**src/design/pcd_pkg.sv**
```systemverilog
// shared types and constants of the prefix code decoder
`timescale 1ns / 1ps

package pcd_pkg;

	localparam int NUM_SYMBOLS_DEF  = 95;
	localparam int MAX_CODE_LEN_DEF = 32;
	localparam int CHAR_BASE        = 32;

	localparam int IDX_W  = 7;
	localparam int CODE_W = 32;
	localparam int LEN_W  = 6;
	localparam int CHAR_W = 7;

	localparam int S_DATA_W = 48;
	localparam int M_DATA_W = 8;

	localparam logic ACT_LOAD   = 1'b0;
	localparam logic ACT_DECODE = 1'b1;

	typedef struct packed {
		logic [LEN_W-1:0]  len;
		logic [CODE_W-1:0] pattern;
	} pcd_entry_t;

	typedef enum logic [1:0] {
		ST_IDLE,
		ST_SCAN,
		ST_EMIT
	} pcd_state_t;

endpackage

```
**src/design/pcd_table.sv**
```systemverilog
// code table memory with per-entry valid bits and a registered read port
`timescale 1ns / 1ps

module pcd_table #(
	parameter int NUM_SYMBOLS = pcd_pkg::NUM_SYMBOLS_DEF,
	parameter int AW          = 7
) (
	input  logic               clk,
	input  logic               arst_n,
	input  logic               wr_en,
	input  logic [AW-1:0]      wr_addr,
	input  pcd_pkg::pcd_entry_t wr_entry,
	input  logic               rd_en,
	input  logic [AW-1:0]      rd_addr,
	output pcd_pkg::pcd_entry_t rd_entry
);
	import pcd_pkg::*;

	pcd_entry_t             mem [NUM_SYMBOLS];
	logic [NUM_SYMBOLS-1:0] valid_q;
	pcd_entry_t             rd_data_s1;
	logic                   rd_vld_s1;

	always_ff @(posedge clk) begin
		if (wr_en) begin
			mem[wr_addr] <= wr_entry;
		end
		if (rd_en) begin
			rd_data_s1 <= mem[rd_addr];
		end
	end

	always_ff @(posedge clk or negedge arst_n) begin
		if (!arst_n) begin
			valid_q   <= '0;
			rd_vld_s1 <= 1'b0;
		end else begin
			if (wr_en) begin
				valid_q[wr_addr] <= 1'b1;
			end
			if (rd_en) begin
				rd_vld_s1 <= valid_q[rd_addr];
			end
		end
	end

	// an entry never written reads as length zero, i.e. no code
	always_comb begin
		rd_entry.pattern = rd_data_s1.pattern;
		rd_entry.len     = rd_vld_s1 ? rd_data_s1.len : '0;
	end

endmodule

```
**src/design/pcd_match.sv**
```systemverilog
// shared comparator: one table entry against the pending code
`timescale 1ns / 1ps

module pcd_match #(
	parameter int MAX_CODE_LEN = pcd_pkg::MAX_CODE_LEN_DEF,
	parameter int CNTW         = 6
) (
	input  pcd_pkg::pcd_entry_t entry,
	input  logic [MAX_CODE_LEN-1:0] pend_code,
	input  logic [CNTW-1:0]         pend_cnt,
	output logic                    match
);
	import pcd_pkg::*;

	logic [63:0] mask;
	logic [63:0] pat_w;
	logic [63:0] pend_w;
	logic        len_eq;

	always_comb begin
		mask   = ~(64'hFFFF_FFFF_FFFF_FFFF << entry.len);
		pat_w  = 64'(entry.pattern) & mask;
		pend_w = 64'(pend_code);
		len_eq = (8'(entry.len) == 8'(pend_cnt));
		match  = (entry.len != '0) && len_eq && (pat_w == pend_w);
	end

endmodule

```
**src/design/prefix_code_decoder_core.sv**
```systemverilog
// top level of the prefix code decoder: sequencer, pending code and output register
`timescale 1ns / 1ps

//  channel | dir | handshake          | payload
//  s_*     | in  | s_tvalid/s_tready  | s_tdata (index, code, length, bit), s_tuser (action)
//  m_*     | out | m_tvalid/m_tready  | m_tdata (character), m_tuser (no match flag)
//
//  a load item writes one table entry, and the input stays ready for the next item
//  a decode item holds the input off while the entries are scanned, up to a hit;
//  the table memory has one read port and the comparator checks one entry a cycle
//  reset clears the valid bits of all entries at once, so no clearing pass
//  a result waits in the output register; new items are taken meanwhile, and a
//  further result waits in the sequencer until the output register frees

module prefix_code_decoder_core #(
	parameter int NUM_SYMBOLS  = pcd_pkg::NUM_SYMBOLS_DEF,
	parameter int MAX_CODE_LEN = pcd_pkg::MAX_CODE_LEN_DEF
) (
	input  logic                          clk,
	input  logic                          arst_n,
	input  logic                          s_tvalid,
	output logic                          s_tready,
	// entry_index[6:0], entry_code[38:7], entry_length[44:39], bit_in[45], zero pad
	input  logic [pcd_pkg::S_DATA_W-1:0]  s_tdata,
	// action
	input  logic                          s_tuser,
	output logic                          m_tvalid,
	input  logic                          m_tready,
	// char_out[6:0], zero pad
	output logic [pcd_pkg::M_DATA_W-1:0]  m_tdata,
	// no_match
	output logic                          m_tuser
);
	import pcd_pkg::*;

	localparam int AW   = (NUM_SYMBOLS > 1) ? $clog2(NUM_SYMBOLS) : 1;
	localparam int CNTW = $clog2(MAX_CODE_LEN + 1);
	localparam logic [AW-1:0]   LAST_ADDR = AW'(NUM_SYMBOLS - 1);
	localparam logic [CNTW-1:0] MAX_CNT   = CNTW'(MAX_CODE_LEN);

	// input fields
	logic [IDX_W-1:0]  in_index;
	logic [CODE_W-1:0] in_code;
	logic [LEN_W-1:0]  in_len;
	logic              in_bit;

	assign in_index = s_tdata[6:0];
	assign in_code  = s_tdata[38:7];
	assign in_len   = s_tdata[44:39];
	assign in_bit   = s_tdata[45];

	pcd_state_t state_q, state_d;

	logic                    accept;
	logic                    load_acc;
	logic                    dec_acc;
	logic                    in_range;

	// pending code
	logic [MAX_CODE_LEN-1:0] pend_code_q;
	logic [CNTW-1:0]         pend_cnt_q;

	// scan sequencer
	logic [AW-1:0]           addr_q;
	logic                    done_issue_q;
	logic                    rd_en;
	logic                    cmp_vld_s1;
	logic [AW-1:0]           idx_s1;

	pcd_entry_t              wr_entry;
	pcd_entry_t              rd_entry;
	logic                    match;

	logic                    scan_hit;
	logic                    scan_end;
	logic                    scan_fail;
	logic                    out_free;
	logic [8:0]              char_sum;

	// held result and output register
	logic [CHAR_W-1:0]       res_char_q;
	logic                    res_nm_q;
	logic                    m_valid_q;
	logic [CHAR_W-1:0]       m_char_q;
	logic                    m_nm_q;

	assign s_tready = (state_q == ST_IDLE);
	assign accept   = s_tvalid && s_tready;
	assign in_range = (9'(in_index) < 9'(NUM_SYMBOLS));
	assign load_acc = accept && (s_tuser == ACT_LOAD);
	assign dec_acc  = accept && (s_tuser == ACT_DECODE);

	assign wr_entry.len     = in_len;
	assign wr_entry.pattern = in_code;

	// one read a cycle until the last entry has been issued
	assign rd_en = (state_q == ST_SCAN) && !done_issue_q;

	pcd_table #(
		.NUM_SYMBOLS (NUM_SYMBOLS),
		.AW          (AW)
	) u_table (
		.clk      (clk),
		.arst_n   (arst_n),
		.wr_en    (load_acc && in_range),
		.wr_addr  (AW'(in_index)),
		.wr_entry (wr_entry),
		.rd_en    (rd_en),
		.rd_addr  (addr_q),
		.rd_entry (rd_entry)
	);

	pcd_match #(
		.MAX_CODE_LEN (MAX_CODE_LEN),
		.CNTW         (CNTW)
	) u_match (
		.entry     (rd_entry),
		.pend_code (pend_code_q),
		.pend_cnt  (pend_cnt_q),
		.match     (match)
	);

	// first hit in index order wins; the scan ends after the last entry
	assign scan_hit  = (state_q == ST_SCAN) && cmp_vld_s1 && match;
	assign scan_end  = (state_q == ST_SCAN) && cmp_vld_s1 && !match && (idx_s1 == LAST_ADDR);
	assign scan_fail = scan_end && (pend_cnt_q >= MAX_CNT);
	assign out_free  = !m_valid_q || m_tready;
	assign char_sum  = 9'(idx_s1) + 9'(CHAR_BASE);

	always_comb begin
		state_d = state_q;
		case (state_q)
			ST_IDLE: begin
				if (dec_acc) begin
					state_d = ST_SCAN;
				end
			end
			ST_SCAN: begin
				if (scan_hit || scan_fail) begin
					state_d = ST_EMIT;
				end else if (scan_end) begin
					state_d = ST_IDLE;
				end
			end
			ST_EMIT: begin
				if (out_free) begin
					state_d = ST_IDLE;
				end
			end
			default: begin
				state_d = ST_IDLE;
			end
		endcase
	end

	always_ff @(posedge clk or negedge arst_n) begin
		if (!arst_n) begin
			state_q <= ST_IDLE;
		end else begin
			state_q <= state_d;
		end
	end

	// pending code: shift in on an accepted decode item, clear on any result
	always_ff @(posedge clk or negedge arst_n) begin
		if (!arst_n) begin
			pend_code_q <= '0;
			pend_cnt_q  <= '0;
		end else if (dec_acc) begin
			pend_code_q <= MAX_CODE_LEN'({pend_code_q, in_bit});
			if (pend_cnt_q < MAX_CNT) begin
				pend_cnt_q <= pend_cnt_q + CNTW'(1);
			end
		end else if (scan_hit || scan_fail) begin
			pend_code_q <= '0;
			pend_cnt_q  <= '0;
		end
	end

	// address counter and compare stage
	always_ff @(posedge clk or negedge arst_n) begin
		if (!arst_n) begin
			addr_q       <= '0;
			done_issue_q <= 1'b0;
			cmp_vld_s1   <= 1'b0;
			idx_s1       <= '0;
		end else begin
			cmp_vld_s1 <= rd_en;
			idx_s1     <= addr_q;
			if (dec_acc) begin
				addr_q       <= '0;
				done_issue_q <= 1'b0;
			end else if (rd_en) begin
				if (addr_q == LAST_ADDR) begin
					done_issue_q <= 1'b1;
				end else begin
					addr_q <= addr_q + AW'(1);
				end
			end
		end
	end

	// result held until the output register is free
	always_ff @(posedge clk) begin
		if (scan_hit) begin
			res_char_q <= char_sum[CHAR_W-1:0];
			res_nm_q   <= 1'b0;
		end else if (scan_fail) begin
			res_char_q <= '0;
			res_nm_q   <= 1'b1;
		end
	end

	always_ff @(posedge clk or negedge arst_n) begin
		if (!arst_n) begin
			m_valid_q <= 1'b0;
		end else if ((state_q == ST_EMIT) && out_free) begin
			m_valid_q <= 1'b1;
		end else if (m_tready) begin
			m_valid_q <= 1'b0;
		end
	end

	always_ff @(posedge clk) begin
		if ((state_q == ST_EMIT) && out_free) begin
			m_char_q <= res_char_q;
			m_nm_q   <= res_nm_q;
		end
	end

	assign m_tvalid = m_valid_q;
	assign m_tdata  = {1'b0, m_char_q};
	assign m_tuser  = m_nm_q;

	// no-match results carry a zero character
	assert property (@(posedge clk) disable iff (!arst_n)
		m_tvalid && m_tuser |-> (m_tdata == '0))
		else $error("no-match result with nonzero character");

	// pending bit count stays within the code length limit
	assert property (@(posedge clk) disable iff (!arst_n)
		pend_cnt_q <= MAX_CNT)
		else $error("pending count beyond maximum code length");

	// a decode item starts a scan from the first entry
	assert property (@(posedge clk) disable iff (!arst_n)
		dec_acc |=> (state_q == ST_SCAN) && (addr_q == '0) && !s_tready)
		else $error("decode item did not start a scan");

	// a hit clears the pending code and moves on to delivery
	assert property (@(posedge clk) disable iff (!arst_n)
		scan_hit |=> (state_q == ST_EMIT) && (pend_cnt_q == '0))
		else $error("hit did not clear the pending code");

endmodule

```
**config.mk**
```make
export PLATFORM = sky130hd
export DESIGN_NAME = prefix_code_decoder_core
export DESIGN_NICKNAME = d
export VERILOG_FILES = /design/src/design/pcd_pkg.sv /design/src/design/pcd_table.sv /design/src/design/pcd_match.sv /design/src/design/prefix_code_decoder_core.sv
export SDC_FILE = /design/constraint.sdc
export NUM_CORES = 2
export LEC_CHECK = 0
export ABC_AREA = 1
export BUFFER_PORTS_ARGS = -buffer_cell sky130_fd_sc_hd__buf_2
export CORE_MARGIN = 4
export CORE_UTILIZATION = 40
export CTS_CLUSTER_SIZE = 16
export DETAILED_ROUTE_END_ITERATION = 7
export PLACE_DENSITY_LB_ADDON = 0.15
export SYNTH_ARGS = -nofsm -noshare
export SYNTH_HDL_FRONTEND = slang
export SYNTH_HIERARCHICAL = 1
export SYNTH_SLANG_ARGS = --single-unit
export TNS_END_PERCENT = 10
```
**constraint.sdc**
```tcl
create_clock -name clk -period 4.5 [get_ports clk]
set_input_delay 1.125 -clock clk [delete_from_list [all_inputs] [get_ports clk]]
set_output_delay 1.125 -clock clk [all_outputs]
set_load 0.01 [all_outputs]
```
After elaboration in Yosys (flattened, before gate mapping). Memory sizes are Yosys's and may differ from the RTL's. A register that Yosys moved wholly into a read port is not among the register bits. Cells that the tools add are included.

Add/sub/neg operators: 3. Multiply operators: 0. Divide/modulo/power cells: 0. Order comparisons: 6. Equality and inequality tests: 11. Shift-type cells: 1. Multiplexer cells: 27. Bitwise operators: 4. Reduce and logical (&&, ||, !) cells: 30.

Operators with widths (number): 95-bit bitwise OR (1); 32-bit by 64-bit bitwise AND with 64-bit output (1); 64-bit by 32-bit == test with 1-bit output (1); 32-bit 2-to-1 mux (2); 64-bit NOT (1); 64-bit by 6-bit << shifter with 64-bit output, first input constant (1); 7-bit 2-to-1 mux (5); 6-bit 2-to-1 mux (4); 7-bit by 8-bit less-than comparator with 1-bit output, second input constant (2); 7-bit == test, second input constant (2); 1-bit logical AND (14); 2-bit nonzero test (5); 1-bit 2-to-1 mux (9); 2-bit 2-to-1 mux (4); 7-bit by 1-bit adder with 7-bit output, second input constant (1); 7-bit by 6-bit adder with 7-bit output, second input constant (1); 1-bit binary-select mux with 7-bit select (1); 1-bit demux with 7-bit select (1); 7-bit by 1-bit >= comparator with 1-bit output, second input constant (1); 7-bit less-than comparator, second input constant (1); 6-bit by 1-bit adder with 6-bit output, second input constant (1); 6-bit == test (1); 6-bit >= comparator, second input constant (1); 6-bit less-than comparator, second input constant (1); 13 further kinds (20).

Register bits after elaboration: 169. Bits in latches: 0. Bits in writable memories: 3610. Memory bits (read-only): 0. Input bits: 53. Output and inout bits: 11. Logic and storage cells: 97. Memories kept: 1.

Memories: u_table.mem (words 95, width 38, read ports 1, clocked after memory_dff 1, wr ports 1, RTL line pcd_table.sv:19) `pcd_entry_t mem [NUM_SYMBOLS];`.

Logic depth before layout (Yosys ltp).
Depth in word-level cells: 13. Depth in mapped cells: 22. Mapped depth without buffers: 19.

Modules after synthesis. Netlist, hierarchy kept.

Modules (own cells, without submodules): pcd_table (instances 1, cells an instance 12258, area an instance 150135.2 um2, sequential area each 111947.4 um2); prefix_code_decoder_core (instances 1, cells an instance 323, area an instance 3095.5 um2, sequential area each 1896.8 um2); pcd_match (instances 1, cells an instance 253, area an instance 1127.3 um2, sequential area each 0.0 um2).

Least setup slack after synthesis. No wires, ideal clock.

Path type: input port to flip-flop. From: input s_tdata[0] (netlist bit). To: memory u_table/mem[43][0] (netlist bit) (enable). Setup time: 0.434 ns. Arrival: 3.816 ns. Required time: 4.066 ns. Setup slack: 0.250 ns. Stages: 7. Buffers on the path: 1. Path through: nand3_1 nor2_1 o21a_1 nor3_1 clkbuf_1 nand3_1 nor2_1.

Word-level cells in the longest chain between the ends: 4.

RTL lines: from (decl) (RTL line prefix_code_decoder_core.sv:24) `input logic [pcd_pkg::S_DATA_W-1:0] s_tdata,`; 7-bit less-than comparator (RTL line prefix_code_decoder_core.sv:89) `assign in_range = (9'(in_index) < 9'(NUM_SYMBOLS));`; 1-bit logical AND (RTL line prefix_code_decoder_core.sv:105) `.wr_en (load_acc && in_range),`; 1-bit 2-to-1 mux (RTL line pcd_table.sv:25) `if (wr_en) begin`; 1-bit 2-to-1 mux (implied by the code) (RTL line pcd_table.sv:26) `mem[wr_addr] <= wr_entry;`; to (decl) (RTL line pcd_table.sv:19).

Several ways; a longest one is shown, not always the timed one.

==> results by group <==
Finish
  • P&R area growth vs syn: 13.9%
  • Final nets: about 13,000
  • Commonest non-fill, non-tap cell in the layout: nand2_1
  • Fill count: about 34,000
  • Layout Cells excl Fill: around 18,000
  • Share of cells above drive strength 1: 9.68%
  • Commonest cells after routing, fill and taps aside: 3,894 x nand2_1, 3,663 x edfxtp_1, 2,228 x nand3_1

Detailed routing
  • Initial drt markers: around 11,000
  • Routed Antenna Nets: 0
  • Vias/cell: between 5 and 6
  • Initial DRT Pass Iterations: 6
  • DRC: 0
  • Final Routed Wirelength: 512,000 um
  • WL per Instance: 28.0 um
  • Routed vias: 103,000

Clock network
  • Worst skew pair latency: a little under 1000 ps
  • Worst-path clk slew: 60 ps
  • CTS Root Cell: clkbuf_16
  • Clock Sinks: 3,817
  • Max clock buf depth: 4
  • Cts repair resizes: 0
  • Hold buffer count at cts: 0
  • CTS tree: yes
  • H-Tree Depth: 5
  • CTS Buf Count: ~410
  • Post-CTS Setup Bufs: 0

Place
  • GP Congestion: ~0.84
  • Placed insts: between 15,000 and 20,000
  • I/O Buffers: 60
  • Final HPWL DP: between 200,000 and 300,000 um
  • Place WS: 520 ps

Worst setup path
  • Critical path's slowest cell: dfrtp_4
  • Worst Path Buf+Inv: 3
  • Top delay family on crit path: compound AO/OA/AOI/OAI gates
  • Crit path max fanout: 51
  • Crit path arrival time: about 4800 ps
  • Endpoint type of the worst setup path: register
  • WP data required: roughly 5300 ps
  • CP startpoint: addr_q[0]
  • Reg2reg start: addr_q[0]
  • Cell mode on critical path: nand2_1
  • Type of the worst setup path: register to register
  • CP Launch Type: register
  • Max incr delay on CP: around 670 ps
  • Crit-path cells: inv_8, buf_12, buf_12, nand2_1, nand3_1, nand3_1, a21oi_1, o211ai_1, nand2_1, nand2_1, nand2_1

STA
  • Final hold vios: 0
  • Highest clock rate: between 200 and 300 MHz
  • Final period utilization: roughly nine tenths
  • Min Hold Slack: about 220 ps
  • RSZ-0062 raised after global routing: false
  • Fin worst setup slack: 531 ps
  • Final Max Slew Viols: 0
  • Worst clock skew: 72.0 ps
  • Final setup violation count: 0
  • Min cycle time layout: roughly 4000 ps
  • Max-Slew Margin vs Limit: ~18%
  • Tightest Pin Transition: 1230 ps
  • Post-Route Setup TNS: 0 ps

Pwr
  • Pleak: slightly above 60 nW
  • Peak VDD IR: approximately 0.00051 V
  • Power per cell area: around 630 nW/um^2

Status
  • Status: finished, final reports clean

Yosys
  • Gate count after technology mapping: ~13,000
  • Synth cell types: 42
  • Post-synth EDFFs: 3,663
  • Syn Area/Cell: about 12 sq um
  • Seq cells post-synth: between 3,000 and 4,000
  • Post-synthesis sequential area ratio: between 70 and 80%
  • Async S/R FF share, synth: around 4%
  • Syn nets: 12,900
  • Top FF cell, synth: edfxtp_1
  • Mapped cell area: about 150,000 sq um
  • Yosys warnings: 6

Global routing
  • Total GRT Usage: 25.1%
  • Maximum number of pins on one net before global-route repair: approximately 130
  • Initial antenna violation count: 30
  • Total gr overflow: 0
  • Vias in the first global route: 97,300
  • Global-route wire length before repair: 723,000 um

Min path
  • HP Class: input port to async pin

Floorplan
  • Core area: between 300,000 and 400,000 sq um
  • Num ports: 64
  • Starting density of the core: between 40% and 50%
  • Die width: about 630 um
  • Row count: 227
  • Die area: just under 400,000 sq um
  • Die height: around 630 um

Run
  • Max-cap violation count: 0
-- power by group --
| group | leakage (nW) | total [mW] | switching [mW] | internal (mW) |
|---|---|---|---|---|
| Combinational | 20.6 | 38.6 | 28.4 | 10.2 |
| Clock | 6.25 | 32.3 | 13.7 | 18.6 |
| Sequential | 35.0 | 39.9 | 0.529 | 39.4 |
| Total | 61.9 | 111 | 42.6 | 68.3 |
-- through the flow --
stage	instance area, sq um	util, %	power (mW)
5_1_grt	176000	45.8	116
2_1_floorplan	154000	-	63.1
4_1_cts	176000	45.8	111
3_5_place_dp	163000	42.5	79.0
6_report	176000	45.8	111
3_3_place_gp	163000	42.5	78.8
-- synthesized netlist by cell type (2+ instances only) --
| library cell | count | share of area (%) |
|---|---|---|
| nand3_1 | 2228 | 7.2 |
| o21ai_1 | 66 | 0.21 |
| ha_1 | 4 | 0.032 |
| dfrtp_1 | 153 | 2.5 |
| buf_6 | 32 | 0.23 |
| xor2_1 | 6 | 0.034 |
| o22ai_1 | 188 | 0.76 |
| buf_4 | 149 | 0.72 |
| a21oi_1 | 180 | 0.58 |
| o211ai_1 | 77 | 0.37 |
| buf_1 | 64 | 0.16 |
| edfxtp_1 | 3663 | 71 |
| a21boi_0 | 2 | 0.0097 |
| a32oi_1 | 3 | 0.017 |
| a21boi_1 | 3 | 0.015 |
| nand4_1 | 45 | 0.18 |
| mux2i_1 | 5 | 0.032 |
| o221ai_1 | 36 | 0.20 |
| or2_2 | 96 | 0.39 |
| clkbuf_1 | 178 | 0.43 |
| buf_2 | 439 | 1.4 |
| xnor2_1 | 4 | 0.023 |
| nor2_2 | 5 | 0.020 |
| a211oi_1 | 3 | 0.015 |
| nand3b_1 | 10 | 0.049 |
| nand2_2 | 4 | 0.016 |
| nand2_1 | 3894 | 9.5 |
| inv_1 | 87 | 0.21 |
| nor2_1 | 657 | 1.6 |
| inv_2 | 7 | 0.017 |
| nor3_1 | 9 | 0.029 |
| o21ai_0 | 527 | 1.7 |
-- worst paths after layout --
check / end / slack [ps] / cells past startpoint
max in group asynchronous: pend_code_q[13] / 3150 / 3
hold reg to reg: m_char_q[2] / 420 / 0
setup reg to reg: u_table/rd_entry[29] / 530 / 11
hold / removal: u_table/valid_q[44] / 220 / 1
setup / recovery: u_table/rd_entry[29] / 530 / 11
min in group clk: m_char_q[2] / 420 / 0
-- worst reg2reg max path, cell delays in order, from the launching register on --
cell and delay [ps]:
dfrtp_4 670, inv_8 590, buf_12 340, buf_12 290, nand2_1 170, nand3_1 80
nand3_1 90, a21oi_1 570, o211ai_1 590, nand2_1 210, nand2_1 130, nand2_1 100
-- sequential cells by signal, summed over array words and instances (netlist names), 7 cells and up --
| register | flops |
|---|---|
| u_table/valid_q | 95 |
| addr_q | 7 |
| pend_code_q | 32 |
| m_char_q | 7 |
| res_char_q | 7 |
| u_table/mem | 3610 |
| u_table/rd_entry | 32 |
| idx_s1 | 7 |
-- cell type report --
type	instances	area [sq um]	area share, %
Timing Repair Buffer	505	6080	3.46
Antenna cell	30	75.1	0.0427
Tap cell	5038	6300	3.59
Multi-Input combinational cell	8058	36300	20.6
Clock buffer	542	11100	6.33
Inverter	96	404	0.230
Sequential cell	3817	114000	64.8
Clock inverter	197	1640	0.934
-- layer usage --
metal	global-route usage, %	up-vias	share of wire (%)
met4	7.91	0	3.5
met1	35.5	52700	43
met2	40.0	4203	46
li1	-	45700	-
met3	3.70	687	7.7
met5	0	-	0
-- logic make-up after synthesis --
family	share of synthesized area (%)
other cells	0.00243
fa+ha+maj	0.0324
mux	0.0324
buf+inv	3.21
compound gates	3.91
simple gates	19.0
flops	73.8
xor+xnor	0.0567
Note: power is estimated with default switching activity, not from simulation.
